==> src/rtl/rrts_pkg.sv <==
// ----------------------------------------------------------------------------
// rrts_pkg
// Shared types and constants for the round-robin thread scheduler.
// ----------------------------------------------------------------------------
package rrts_pkg;

	// Field widths
	localparam int unsigned ADDR_W  = 32;
	localparam int unsigned TID_W   = 5;
	localparam int unsigned ST_W    = 2;
	localparam int unsigned OUT_W   = 40;

	// Request kinds
	localparam logic KIND_CREATE = 1'b0;
	localparam logic KIND_SCHED  = 1'b1;

	// Result status codes
	localparam logic [ST_W-1:0] ST_OK   = 2'd0;
	localparam logic [ST_W-1:0] ST_FULL = 2'd1;
	localparam logic [ST_W-1:0] ST_NONE = 2'd2;

	// Controller states, one-hot
	typedef enum logic [4:0] {
		S_IDLE = 5'b00001,
		S_EXEC = 5'b00010,
		S_POP  = 5'b00100,
		S_ADDR = 5'b01000,
		S_DONE = 5'b10000
	} state_t;

	// Commands from controller to datapath
	typedef struct packed {
		logic load_in;      // latch the accepted request
		logic do_create;    // store address, queue new id
		logic do_reject;    // table full result
		logic do_none;      // nothing to run result
		logic do_pop;       // requeue running thread, read queue head
		logic rd_run_addr;  // read address of the running thread
		logic take_pop;     // popped id becomes running, read its address
		logic load_res;     // result from running id and table data
		logic out_load;     // move result into the output register
	} cmd_t;

	// Status from datapath to controller
	typedef struct packed {
		logic kind;
		logic table_full;
		logic queue_empty;
		logic running_none;
		logic out_free;
	} sts_t;

endpackage

==> src/rtl/rrts_ram.sv <==
// ----------------------------------------------------------------------------
// rrts_ram
// Generic single-write, single-read RAM with registered read data.
// ----------------------------------------------------------------------------
module rrts_ram #(
	parameter int unsigned WIDTH = 32,
	parameter int unsigned DEPTH = 16
) (
	input  logic                     clk,
	input  logic                     we,
	input  logic [$clog2(DEPTH)-1:0] waddr,
	input  logic [WIDTH-1:0]         wdata,
	input  logic                     re,
	input  logic [$clog2(DEPTH)-1:0] raddr,
	output logic [WIDTH-1:0]         rdata
);

	logic [WIDTH-1:0] mem [DEPTH];

	// Write port
	always_ff @(posedge clk) begin
		if (we) begin
			mem[waddr] <= wdata;
		end
	end

	// Registered read port
	always_ff @(posedge clk) begin
		if (re) begin
			rdata <= mem[raddr];
		end
	end

endmodule

==> src/rtl/rrts_ctrl.sv <==
// ----------------------------------------------------------------------------
// rrts_ctrl
// Scheduler sequencer: steps one request through queue and table reads.
// ----------------------------------------------------------------------------
module rrts_ctrl
	import rrts_pkg::*;
(
	input  logic clk,
	input  logic arst_n,
	input  logic s_tvalid,
	output logic s_tready,
	input  sts_t sts,
	output cmd_t cmd
);

	state_t state_q, state_d;

	// Next state and commands
	always_comb begin
		state_d = state_q;
		cmd     = '0;
		case (state_q)
			S_IDLE: begin
				if (s_tvalid) begin
					cmd.load_in = 1'b1;
					state_d     = S_EXEC;
				end
			end
			S_EXEC: begin
				if (sts.kind == KIND_CREATE) begin
					cmd.do_create = !sts.table_full;
					cmd.do_reject = sts.table_full;
					state_d       = S_DONE;
				end else if (sts.queue_empty) begin
					if (sts.running_none) begin
						cmd.do_none = 1'b1;
						state_d     = S_DONE;
					end else begin
						cmd.rd_run_addr = 1'b1;
						state_d         = S_ADDR;
					end
				end else begin
					cmd.do_pop = 1'b1;
					state_d    = S_POP;
				end
			end
			S_POP: begin
				cmd.take_pop = 1'b1;
				state_d      = S_ADDR;
			end
			S_ADDR: begin
				cmd.load_res = 1'b1;
				state_d      = S_DONE;
			end
			S_DONE: begin
				if (sts.out_free) begin
					cmd.out_load = 1'b1;
					state_d      = S_IDLE;
				end
			end
			default: begin
				state_d = S_IDLE;
			end
		endcase
	end

	// State register
	always_ff @(posedge clk or negedge arst_n) begin
		if (!arst_n) begin
			state_q <= S_IDLE;
		end else begin
			state_q <= state_d;
		end
	end

	assign s_tready = (state_q == S_IDLE);

endmodule

==> src/rtl/rrts_dp.sv <==
// ----------------------------------------------------------------------------
// rrts_dp
// Scheduler datapath: id counter, ready queue, address table, result regs.
// ----------------------------------------------------------------------------
module rrts_dp
	import rrts_pkg::*;
#(
	parameter int unsigned MAX_THREADS = 16
) (
	input  logic              clk,
	input  logic              arst_n,
	input  cmd_t              cmd,
	output sts_t              sts,
	input  logic              in_kind,
	input  logic [ADDR_W-1:0] in_addr,
	output logic              m_tvalid,
	input  logic              m_tready,
	output logic [OUT_W-1:0]  m_tdata
);

	localparam int unsigned PTR_W = $clog2(MAX_THREADS);
	localparam int unsigned ID_W  = $clog2(MAX_THREADS + 2);
	localparam int unsigned CNT_W = $clog2(MAX_THREADS + 1);

	localparam logic [PTR_W-1:0] PTR_LAST = PTR_W'(MAX_THREADS - 1);
	localparam logic [ID_W-1:0]  ID_MAX   = ID_W'(MAX_THREADS);
	localparam logic [ID_W-1:0]  ID_ONE   = ID_W'(1);

	logic              kind_q;
	logic [ADDR_W-1:0] addr_in_q;
	logic [ID_W-1:0]   next_id_q;
	logic [ID_W-1:0]   running_q;
	logic [PTR_W-1:0]  head_q, tail_q;
	logic [CNT_W-1:0]  count_q;
	logic [TID_W-1:0]  res_id_q;
	logic [ADDR_W-1:0] res_addr_q;
	logic              res_sw_q;
	logic [ST_W-1:0]   res_st_q;
	logic              out_valid_q;
	logic [OUT_W-1:0]  out_data_q;

	logic              fifo_we;
	logic [ID_W-1:0]   fifo_wdata;
	logic [ID_W-1:0]   fifo_rdata;
	logic              tab_re;
	logic [ID_W-1:0]   tab_rid;
	logic [ADDR_W-1:0] tab_rdata;
	logic              push;
	logic [PTR_W-1:0]  head_inc, tail_inc;

	// Status toward the controller
	assign sts.kind         = kind_q;
	assign sts.table_full   = (next_id_q > ID_MAX);
	assign sts.queue_empty  = (count_q == '0);
	assign sts.running_none = (running_q == '0);
	assign sts.out_free     = !out_valid_q || m_tready;

	// Queue pointer wrap
	assign head_inc = (head_q == PTR_LAST) ? '0 : PTR_W'(head_q + PTR_W'(1));
	assign tail_inc = (tail_q == PTR_LAST) ? '0 : PTR_W'(tail_q + PTR_W'(1));

	// Queue write: new id on create, running id on a switch
	assign push       = cmd.do_pop && !sts.running_none;
	assign fifo_we    = cmd.do_create || push;
	assign fifo_wdata = cmd.do_create ? next_id_q : running_q;

	// Table read: popped id or running id
	assign tab_re  = cmd.take_pop || cmd.rd_run_addr;
	assign tab_rid = cmd.take_pop ? fifo_rdata : running_q;

	rrts_ram #(
		.WIDTH (ID_W),
		.DEPTH (MAX_THREADS)
	) u_ready_q (
		.clk   (clk),
		.we    (fifo_we),
		.waddr (tail_q),
		.wdata (fifo_wdata),
		.re    (cmd.do_pop),
		.raddr (head_q),
		.rdata (fifo_rdata)
	);

	rrts_ram #(
		.WIDTH (ADDR_W),
		.DEPTH (MAX_THREADS)
	) u_addr_tab (
		.clk   (clk),
		.we    (cmd.do_create),
		.waddr (PTR_W'(next_id_q - ID_ONE)),
		.wdata (addr_in_q),
		.re    (tab_re),
		.raddr (PTR_W'(tab_rid - ID_ONE)),
		.rdata (tab_rdata)
	);

	// Request latch, payload only
	always_ff @(posedge clk) begin
		if (cmd.load_in) begin
			kind_q    <= in_kind;
			addr_in_q <= in_addr;
		end
	end

	// Scheduler state
	always_ff @(posedge clk or negedge arst_n) begin
		if (!arst_n) begin
			next_id_q <= ID_ONE;
			running_q <= '0;
			head_q    <= '0;
			tail_q    <= '0;
			count_q   <= '0;
		end else begin
			if (cmd.do_create) begin
				next_id_q <= ID_W'(next_id_q + ID_ONE);
				tail_q    <= tail_inc;
				count_q   <= CNT_W'(count_q + CNT_W'(1));
			end
			if (cmd.do_pop) begin
				head_q <= head_inc;
				if (push) begin
					tail_q <= tail_inc;
				end else begin
					count_q <= CNT_W'(count_q - CNT_W'(1));
				end
			end
			if (cmd.take_pop) begin
				running_q <= fifo_rdata;
			end
		end
	end

	// Result register
	always_ff @(posedge clk) begin
		if (cmd.do_create) begin
			res_id_q   <= TID_W'(next_id_q);
			res_addr_q <= addr_in_q;
			res_sw_q   <= 1'b0;
			res_st_q   <= ST_OK;
		end
		if (cmd.do_reject || cmd.do_none) begin
			res_id_q   <= '0;
			res_addr_q <= '0;
			res_sw_q   <= 1'b0;
			res_st_q   <= cmd.do_reject ? ST_FULL : ST_NONE;
		end
		if (cmd.do_pop) begin
			res_sw_q <= 1'b1;
		end
		if (cmd.rd_run_addr) begin
			res_sw_q <= 1'b0;
		end
		if (cmd.load_res) begin
			res_id_q   <= TID_W'(running_q);
			res_addr_q <= tab_rdata;
			res_st_q   <= ST_OK;
		end
	end

	// Output register
	always_ff @(posedge clk or negedge arst_n) begin
		if (!arst_n) begin
			out_valid_q <= 1'b0;
		end else if (cmd.out_load) begin
			out_valid_q <= 1'b1;
		end else if (m_tready) begin
			out_valid_q <= 1'b0;
		end
	end

	always_ff @(posedge clk) begin
		if (cmd.out_load) begin
			out_data_q <= {res_st_q, res_sw_q, res_addr_q, res_id_q};
		end
	end

	assign m_tvalid = out_valid_q;
	assign m_tdata  = out_data_q;

endmodule

==> src/rtl/round_robin_thread_scheduler_core.sv <==
// ----------------------------------------------------------------------------
// round_robin_thread_scheduler_core
// Round-robin thread scheduler with a FIFO ready queue and address table.
// ----------------------------------------------------------------------------
// Each request beat returns exactly one result beat. A create, or a schedule
// when no thread exists, goes from the execute state to the done state; a
// schedule with an empty queue but a running thread passes through the
// address state, and a switch passes through the pop and address states.
// With a free output register the next request is taken in the following
// cycle. The extra states come from the registered read ports of the
// ready-queue RAM and the address-table RAM, which are read one after the
// other on a switch. One request is in flight at a time; a finished result
// sits in the output register while the next request is accepted, and the
// block stalls only when that register is still full at completion.
// Ids run from 1 to MAX_THREADS; creates beyond that report table full.
module round_robin_thread_scheduler_core
	import rrts_pkg::*;
#(
	parameter int unsigned MAX_THREADS = 16
) (
	input  logic              clk,
	input  logic              arst_n,
	input  logic              s_tvalid,
	output logic              s_tready,
	input  logic [ADDR_W-1:0] s_tdata,   // [31:0] entry_addr
	input  logic              s_tuser,   // [0] kind
	output logic              m_tvalid,
	input  logic              m_tready,
	output logic [OUT_W-1:0]  m_tdata    // [4:0] tid, [36:5] thread_address,
	                                     // [37] switched, [39:38] status
);

	cmd_t cmd;
	sts_t sts;

	rrts_ctrl u_ctrl (
		.clk      (clk),
		.arst_n   (arst_n),
		.s_tvalid (s_tvalid),
		.s_tready (s_tready),
		.sts      (sts),
		.cmd      (cmd)
	);

	rrts_dp #(
		.MAX_THREADS (MAX_THREADS)
	) u_dp (
		.clk      (clk),
		.arst_n   (arst_n),
		.cmd      (cmd),
		.sts      (sts),
		.in_kind  (s_tuser),
		.in_addr  (s_tdata),
		.m_tvalid (m_tvalid),
		.m_tready (m_tready),
		.m_tdata  (m_tdata)
	);

endmodule

==> config.mk <==
export PLATFORM = sky130hd
export DESIGN_NAME = round_robin_thread_scheduler_core
export DESIGN_NICKNAME = d
export VERILOG_FILES = /design/src/rtl/rrts_pkg.sv /design/src/rtl/rrts_ram.sv /design/src/rtl/rrts_ctrl.sv /design/src/rtl/rrts_dp.sv /design/src/rtl/round_robin_thread_scheduler_core.sv
export SDC_FILE = /design/constraint.sdc
export NUM_CORES = 1
export LEC_CHECK = 0
export ABC_AREA = 1
export BUFFER_PORTS_ARGS = -buffer_cell sky130_fd_sc_hd__clkbuf_2
export CORE_UTILIZATION = 30
export CTS_BUF_LIST = sky130_fd_sc_hd__clkbuf_8
export DETAILED_ROUTE_END_ITERATION = 12
export PLACE_DENSITY = 0.45
export SETUP_SLACK_MARGIN = 0.05
export SYNTH_ARGS = -nofsm -noshare
export SYNTH_HDL_FRONTEND = slang
export SYNTH_SLANG_ARGS = --single-unit
==> constraint.sdc <==
create_clock -name clk -period 8 [get_ports clk]
set_input_delay 0.4 -clock clk [delete_from_list [all_inputs] [get_ports clk]]
set_output_delay 0.4 -clock clk [all_outputs]
set_load 0.02 [all_outputs]
======== Yosys cells after proc, flatten, opt, wreduce, memory -nomap -nowiden ========
Memories as Yosys holds them, arrays and structs flattened. A register that Yosys moved wholly into a read port is not among the register bits.
Index checks and enable logic that the tools add are counted.
word-level totals
  register bits ........................... 142
  output and inout port bits .............. 42
  word-level logic and storage cells ...... 96
  memories ................................ 2
  RAM bits ................................ 592
  input bits .............................. 37
cells by class
  magnitude comparators ................... 1
  reduce and logical (&&, ||, !) cells .... 15
  equality and inequality tests ........... 9
  mux-type cells .......................... 48
  add/subtract/negate cells ............... 7
memory list
  memory               words  width  read ports  clocked after memory_dff  write ports  RTL line        text
  u_dp.u_addr_tab.mem  16     32     1           1                         1            rrts_ram.sv:18  logic [WIDTH-1:0] mem [DEPTH];
  u_dp.u_ready_q.mem   16     5      1           1                         1            rrts_ram.sv:18
operators by type and width
  operator                                                                number
  32-bit 2-to-1 mux                                                       3
  5-bit 2-to-1 mux                                                        14
  5-bit one-hot mux with 5 select lines                                   1
  1-bit 2-to-1 mux                                                        20
  4-bit 2-to-1 mux                                                        5
  5-bit by 1-bit adder with 5-bit output (second input constant)          2
  5-bit logical NOT                                                       2
  4-bit by 1-bit adder with 4-bit output (second input constant)          2
  4-bit equality test (second input constant)                             2
  2-bit 2-to-1 mux                                                        4
  4-bit by 1-bit subtractor with 4-bit output (second input constant)     2
  3-bit nonzero test                                                      2
  5-bit by 1-bit equality test with 1-bit output (second input constant)  1
  5-bit by 2-bit equality test with 1-bit output (second input constant)  1
  5-bit by 3-bit equality test with 1-bit output (second input constant)  1
  5-bit by 4-bit equality test with 1-bit output (second input constant)  1
  5-bit equality test (second input constant)                             1
  5-bit > comparator (second input constant)                              1
  5-bit by 1-bit subtractor with 5-bit output (second input constant)     1
  1-bit logical OR                                                        4
  2-bit != test (second input constant)                                   2
  2-bit nonzero test                                                      2
  1-bit logical NOT                                                       3
  3-bit 2-to-1 mux                                                        1
  2 further kinds                                                         2

======== Longest topological paths before layout ========
  depth in word-level cells ............... 9
  depth in mapped cells ................... 14
  gate-level depth less buffers ........... 12

======== Hierarchy ========
A second synthesis with hierarchy kept.
unflattened totals
  cell total of the unflattened synthesis .. 2958
  area, all modules ....................... 32621.3 um^2
modules (own cells, without submodules)
  module                       seq. area each (um^2)  times used  area an instance (um^2)  cells an instance
  rrts_ram at u_dp.u_addr_tab  16335.7                1           23050.9                  2120
  rrts_dp                      3965.1                 1           5454.0                   430
  rrts_ram at u_dp.u_ready_q   2552.4                 1           3741.1                   355
  rrts_ctrl                    126.4                  1           375.4                    53

======== Worst setup path after synthesis ========
No wires, ideal clock.
  path kind ............................... register to register
  from .................................... reg u_ctrl.state_q[0]
  to ...................................... reg u_dp.addr_in_q[0], enable pin
  cell stages (with the launch flop) ...... 5
  path slack .............................. 4.559 ns
  arrival ................................. 3.018 ns
  path buffers ............................ 0
  setup time .............................. 0.423 ns
  required time ........................... 7.577 ns
  clock period less this slack ............ 3.441 ns
  cells stage by stage .................... dfstp_2 inv_1 nor4_1 inv_1 nor2_1
RTL lines
  what                      RTL line         text
  start: declaration        rrts_ctrl.sv:16  state_t state_q, state_d;
  start signal: assignment  rrts_ctrl.sv:72  state_q <= state_d;
  end signal: assignment    rrts_dp.sv:101   addr_in_q <= in_addr;
  end: declaration          rrts_dp.sv:30    logic [ADDR_W-1:0] addr_in_q;

======== Worst setup path in the final report ========
  from .................................... reg u_ctrl.state_q[0]
  to ...................................... reg u_dp.u_addr_tab.rdata[24] (read register of u_dp.u_addr_tab.mem), data pin
between the ends
  cells in the longest elaborated chain, start to end .. 4
  elaborated cells between the ends (all ways) .. 7
  classes of those cells .................. add/sub (1); eq/ne (2); mux (3); reduce/logical (1)
RTL lines
  what                                            RTL line         text
  5-bit by 3-bit equality test with 1-bit output  rrts_ctrl.sv:22  case (state_q)
  1-bit 2-to-1 mux                                rrts_ctrl.sv:22
  5-bit 2-to-1 mux                                --
  4-bit by 1-bit subtractor with 4-bit output     rrts_dp.sv:93    .raddr (PTR_W'(tab_rid - ID_ONE)),
  end: declaration                                rrts_ram.sv:15   output logic [WIDTH-1:0] rdata
Parallel ways exist; a longest one is shown, timed or not.
A chain may end at the register's enable or synchronous reset.

==> results.cfg <==
[global_route]
grt-busiest-layer = met2
grt_max_degree = 93
grtUsageMet2 = 0.277
use_met1 = 0.224
track_usage = 0.170
grt_pass1_vias = 19809
grt_pass1_wl_mm = 129
antenna_found_initial = 2
grt.met3_usage = 0.0349
overflow = 0

[power_and_ir_drop]
p_leak_nw = 13.6
ir_worst_vdd_mv = 0.361
p_per_area_nw_per_um2 = 369
power_w = 0.0133

[clocking]
insertion_delay_ns = 0.78
clk_path_buf_depth = 3
cts_tree = yes
ctsRootBufferMaster = clkbuf_8
cts_max_level = 4
cts_sinks = 771
cts-resized-gates = 0
clk_pin_slew_ns = 0.06
cts_buffers = 137

[detailed_routing]
drtPass1Iterations = 5
vias = 19730
viasPerCell = 4.62
drt_iter0_drc = 1439
drc = 0
wire_per_inst_um = 20.5
drt_wl_total_mm = 87.4
final_antenna_net_count = 0

[logic_synthesis]
synth-seq-cells = 771
synth_area_leader_cell = edfxtp_1
synth.yosys.seq_area_share = 0.742
synth_edf_count = 739
syn_nets = 2685
ys_types = 40
synthFlopType = edfxtp_1
synth_area_leaders = edfxtp_1 (72%), nand2_1 (14%), nand3_1 (4.1%), dfrtp_1 (2.2%), o21ai_0 (1.1%)
postSynth.asyncResetShare = 0.0376
syn_area_um2 = 31000
yosys.area.top_type_share = 0.716
avgSynthCellArea_um2 = 11.8
syn_inst = 2635
synth.yosys.warnings = 0

[critical_path]
critPathMaxFanout = 84
slowest_stage = nand2_4
crit_chain = nor2_4 > nand3_2 > nand2_1 > nand2_4 > nand2_4 > nand2_4 > buf_4 > nand2_1 > nand3_1 > nand3_1 > nand2_1
required_ns = 8.65
reg2reg_slack_ns = 3.41
slowest_delay_ns = 0.80
crit_path_end_kind = register
r2r_start = u_ctrl.state_q[0]
cp_num_buf_inv = 1
r2r_end = u_dp.u_addr_tab.rdata[24]
cpLargestDelayFamily = simple AND/OR/NAND/NOR gates
crit_path_start_kind = register
crit_arrival_ns = 5.24
r2r_cells = 11
critPathKind = reg2reg

[min_path]
hold_class = in2async

[sta]
tightestPinTransition_ns = 1.11
finalHoldViolCount = 0
fin_crit_sh = 0.574
setup_slack_ns = 3.41
slew_viol_final = 0
skew_ns = 0.0424
finalSetupViolCount = 0
setup_tns_ns = 0
min_period_ns = 4.59
slew_headroom = 0.263
max_freq_ghz = 0.218
rsz0062_at_grt = false

[die]
core_um2 = 102000
die_x_um = 323
std_cell_rows = 117
num_io_pins = 79
fp.dieH_um = 323
initial_utilization = 0.304
die_area_um2 = 105000

[place]
gp_congestion = 0.795
port_buffers = 78
place_ws_ns = 3.38
dp_cells = 3996
post-dp-hpwl_mm = 44.3

[layout]
final_cells = 4269
nets = 2853
fillers = 10121
drive_gt1_frac = 0.118
area_growth_pct = 16.0
final_common_cell = nand2_1
final_util = 0.352
layout_common_cells = nand2_1 (1,164), edfxtp_1 (739), nand3_1 (253)

[flow_run]
maxCapViolCount = 0

[run_status]
status = complete, no violations
==> final cells by class <==
| type | count | area (µm²) | share of cell area |
|---|---|---|---|
| Tap cell | 1368 | 1710 | 0.0476 |
| Multi-Input combinational cell | 1686 | 7380 | 0.206 |
| Clock inverter | 89 | 562 | 0.0156 |
| Sequential cell | 771 | 23000 | 0.640 |
| Timing Repair Buffer | 157 | 1070 | 0.0299 |
| Clock buffer | 147 | 2020 | 0.0563 |
| Inverter | 50 | 188 | 0.00522 |
| Antenna cell | 1 | 2.50 | 0.0000697 |
==> worst max-delay path by stage <==
stage | startpoint | endpoint | slack (ns) | cells after the start
final | u_ctrl.state_q[0] | u_dp.u_addr_tab.rdata[24] | 3.41 | 11
after global routing | u_ctrl.state_q[0] | u_dp.u_addr_tab.rdata[24] | 3.08 | 11
after CTS | u_ctrl.state_q[0] | u_dp.u_addr_tab.rdata[30] | 3.38 | 11
after detailed placement | u_ctrl.state_q[0] | u_dp.u_addr_tab.rdata[18] | 3.38 | 11
after global placement | u_ctrl.state_q[0] | u_dp.u_addr_tab.rdata[21] | 3.48 | 11
after floorplan | u_ctrl.state_q[0] | u_dp.addr_in_q[0] | 4.56 | 4
==> repair_timing <==
action                                  4_1_cts  5_1_grt
endpoints found under the hold margin        63        0
hold buffers                                 36        0
endpoints found under the setup margin        0        0
buffers inserted                              0        0
==> kinds of logic (layout without fill, tap and decap cells) <==
kind of cell             count (synthesis)  count (layout)  synth area share
AO/OA/AOI/OAI                          107             107            0.0201
adder cells (fa/ha/maj)                 13              13           0.00525
AND/OR/NAND/NOR                       1545            1545             0.201
XOR/XNOR                                12              12           0.00364
flip-flops                             771             771             0.742
multiplexers                             9               9           0.00291
buffers and inverters                  178             443            0.0258
other                                    0               1                 0
==> registers in the layout, indices dropped and copies added (netlist names) <==
register and count:
u_dp.u_addr_tab.mem 512, u_dp.u_ready_q.mem 80, u_dp.m_tdata 40, u_dp.addr_in_q 32, u_dp.res_addr_q 32, u_dp.u_addr_tab.rdata 32
u_ctrl.state_q 5, u_dp.count_q 5, u_dp.next_id_q 5, u_dp.res_id_q 5, u_dp.running_q 5, u_dp.u_ready_q.rdata 5
u_dp.head_q 4, u_dp.tail_q 4, u_dp.res_st_q 2, u_dp.kind_q 1, u_dp.m_tvalid 1, u_dp.res_sw_q 1
==> synthesized netlist by cell type, types with 12 or more instances <==
cell      count
buf_1        12
buf_2        57
clkbuf_1     46
dfrtp_1      27
edfxtp_1    739
ha_1         13
inv_1        43
nand2_1    1168
nand3_1     253
nor2_1       94
o21ai_0      71
==> layer usage <==
layer / part of all wire / vias to the layer above
met5: 0 / -
met4: 0.024 / 0
met3: 0.044 / 148
met2: 0.48 / 492
met1: 0.46 / 9718
li1: - / 9372
==> where the power goes <==
| group | switching, W | internal (W) |
|---|---|---|
| registers | 0.000269 | 0.00503 |
| clock network | 0.00164 | 0.00186 |
| logic | 0.00324 | 0.00123 |
==> metrics by stage <==
stage,hold WS [ns],cell area (µm²)
after floorplan,0.104,31000
after global placement,0.408,33000
after detailed placement,0.405,33000
after CTS,0.224,35900
after global routing,0.245,35900
final,0.272,35900
Power figures use the tool's default switching activity.
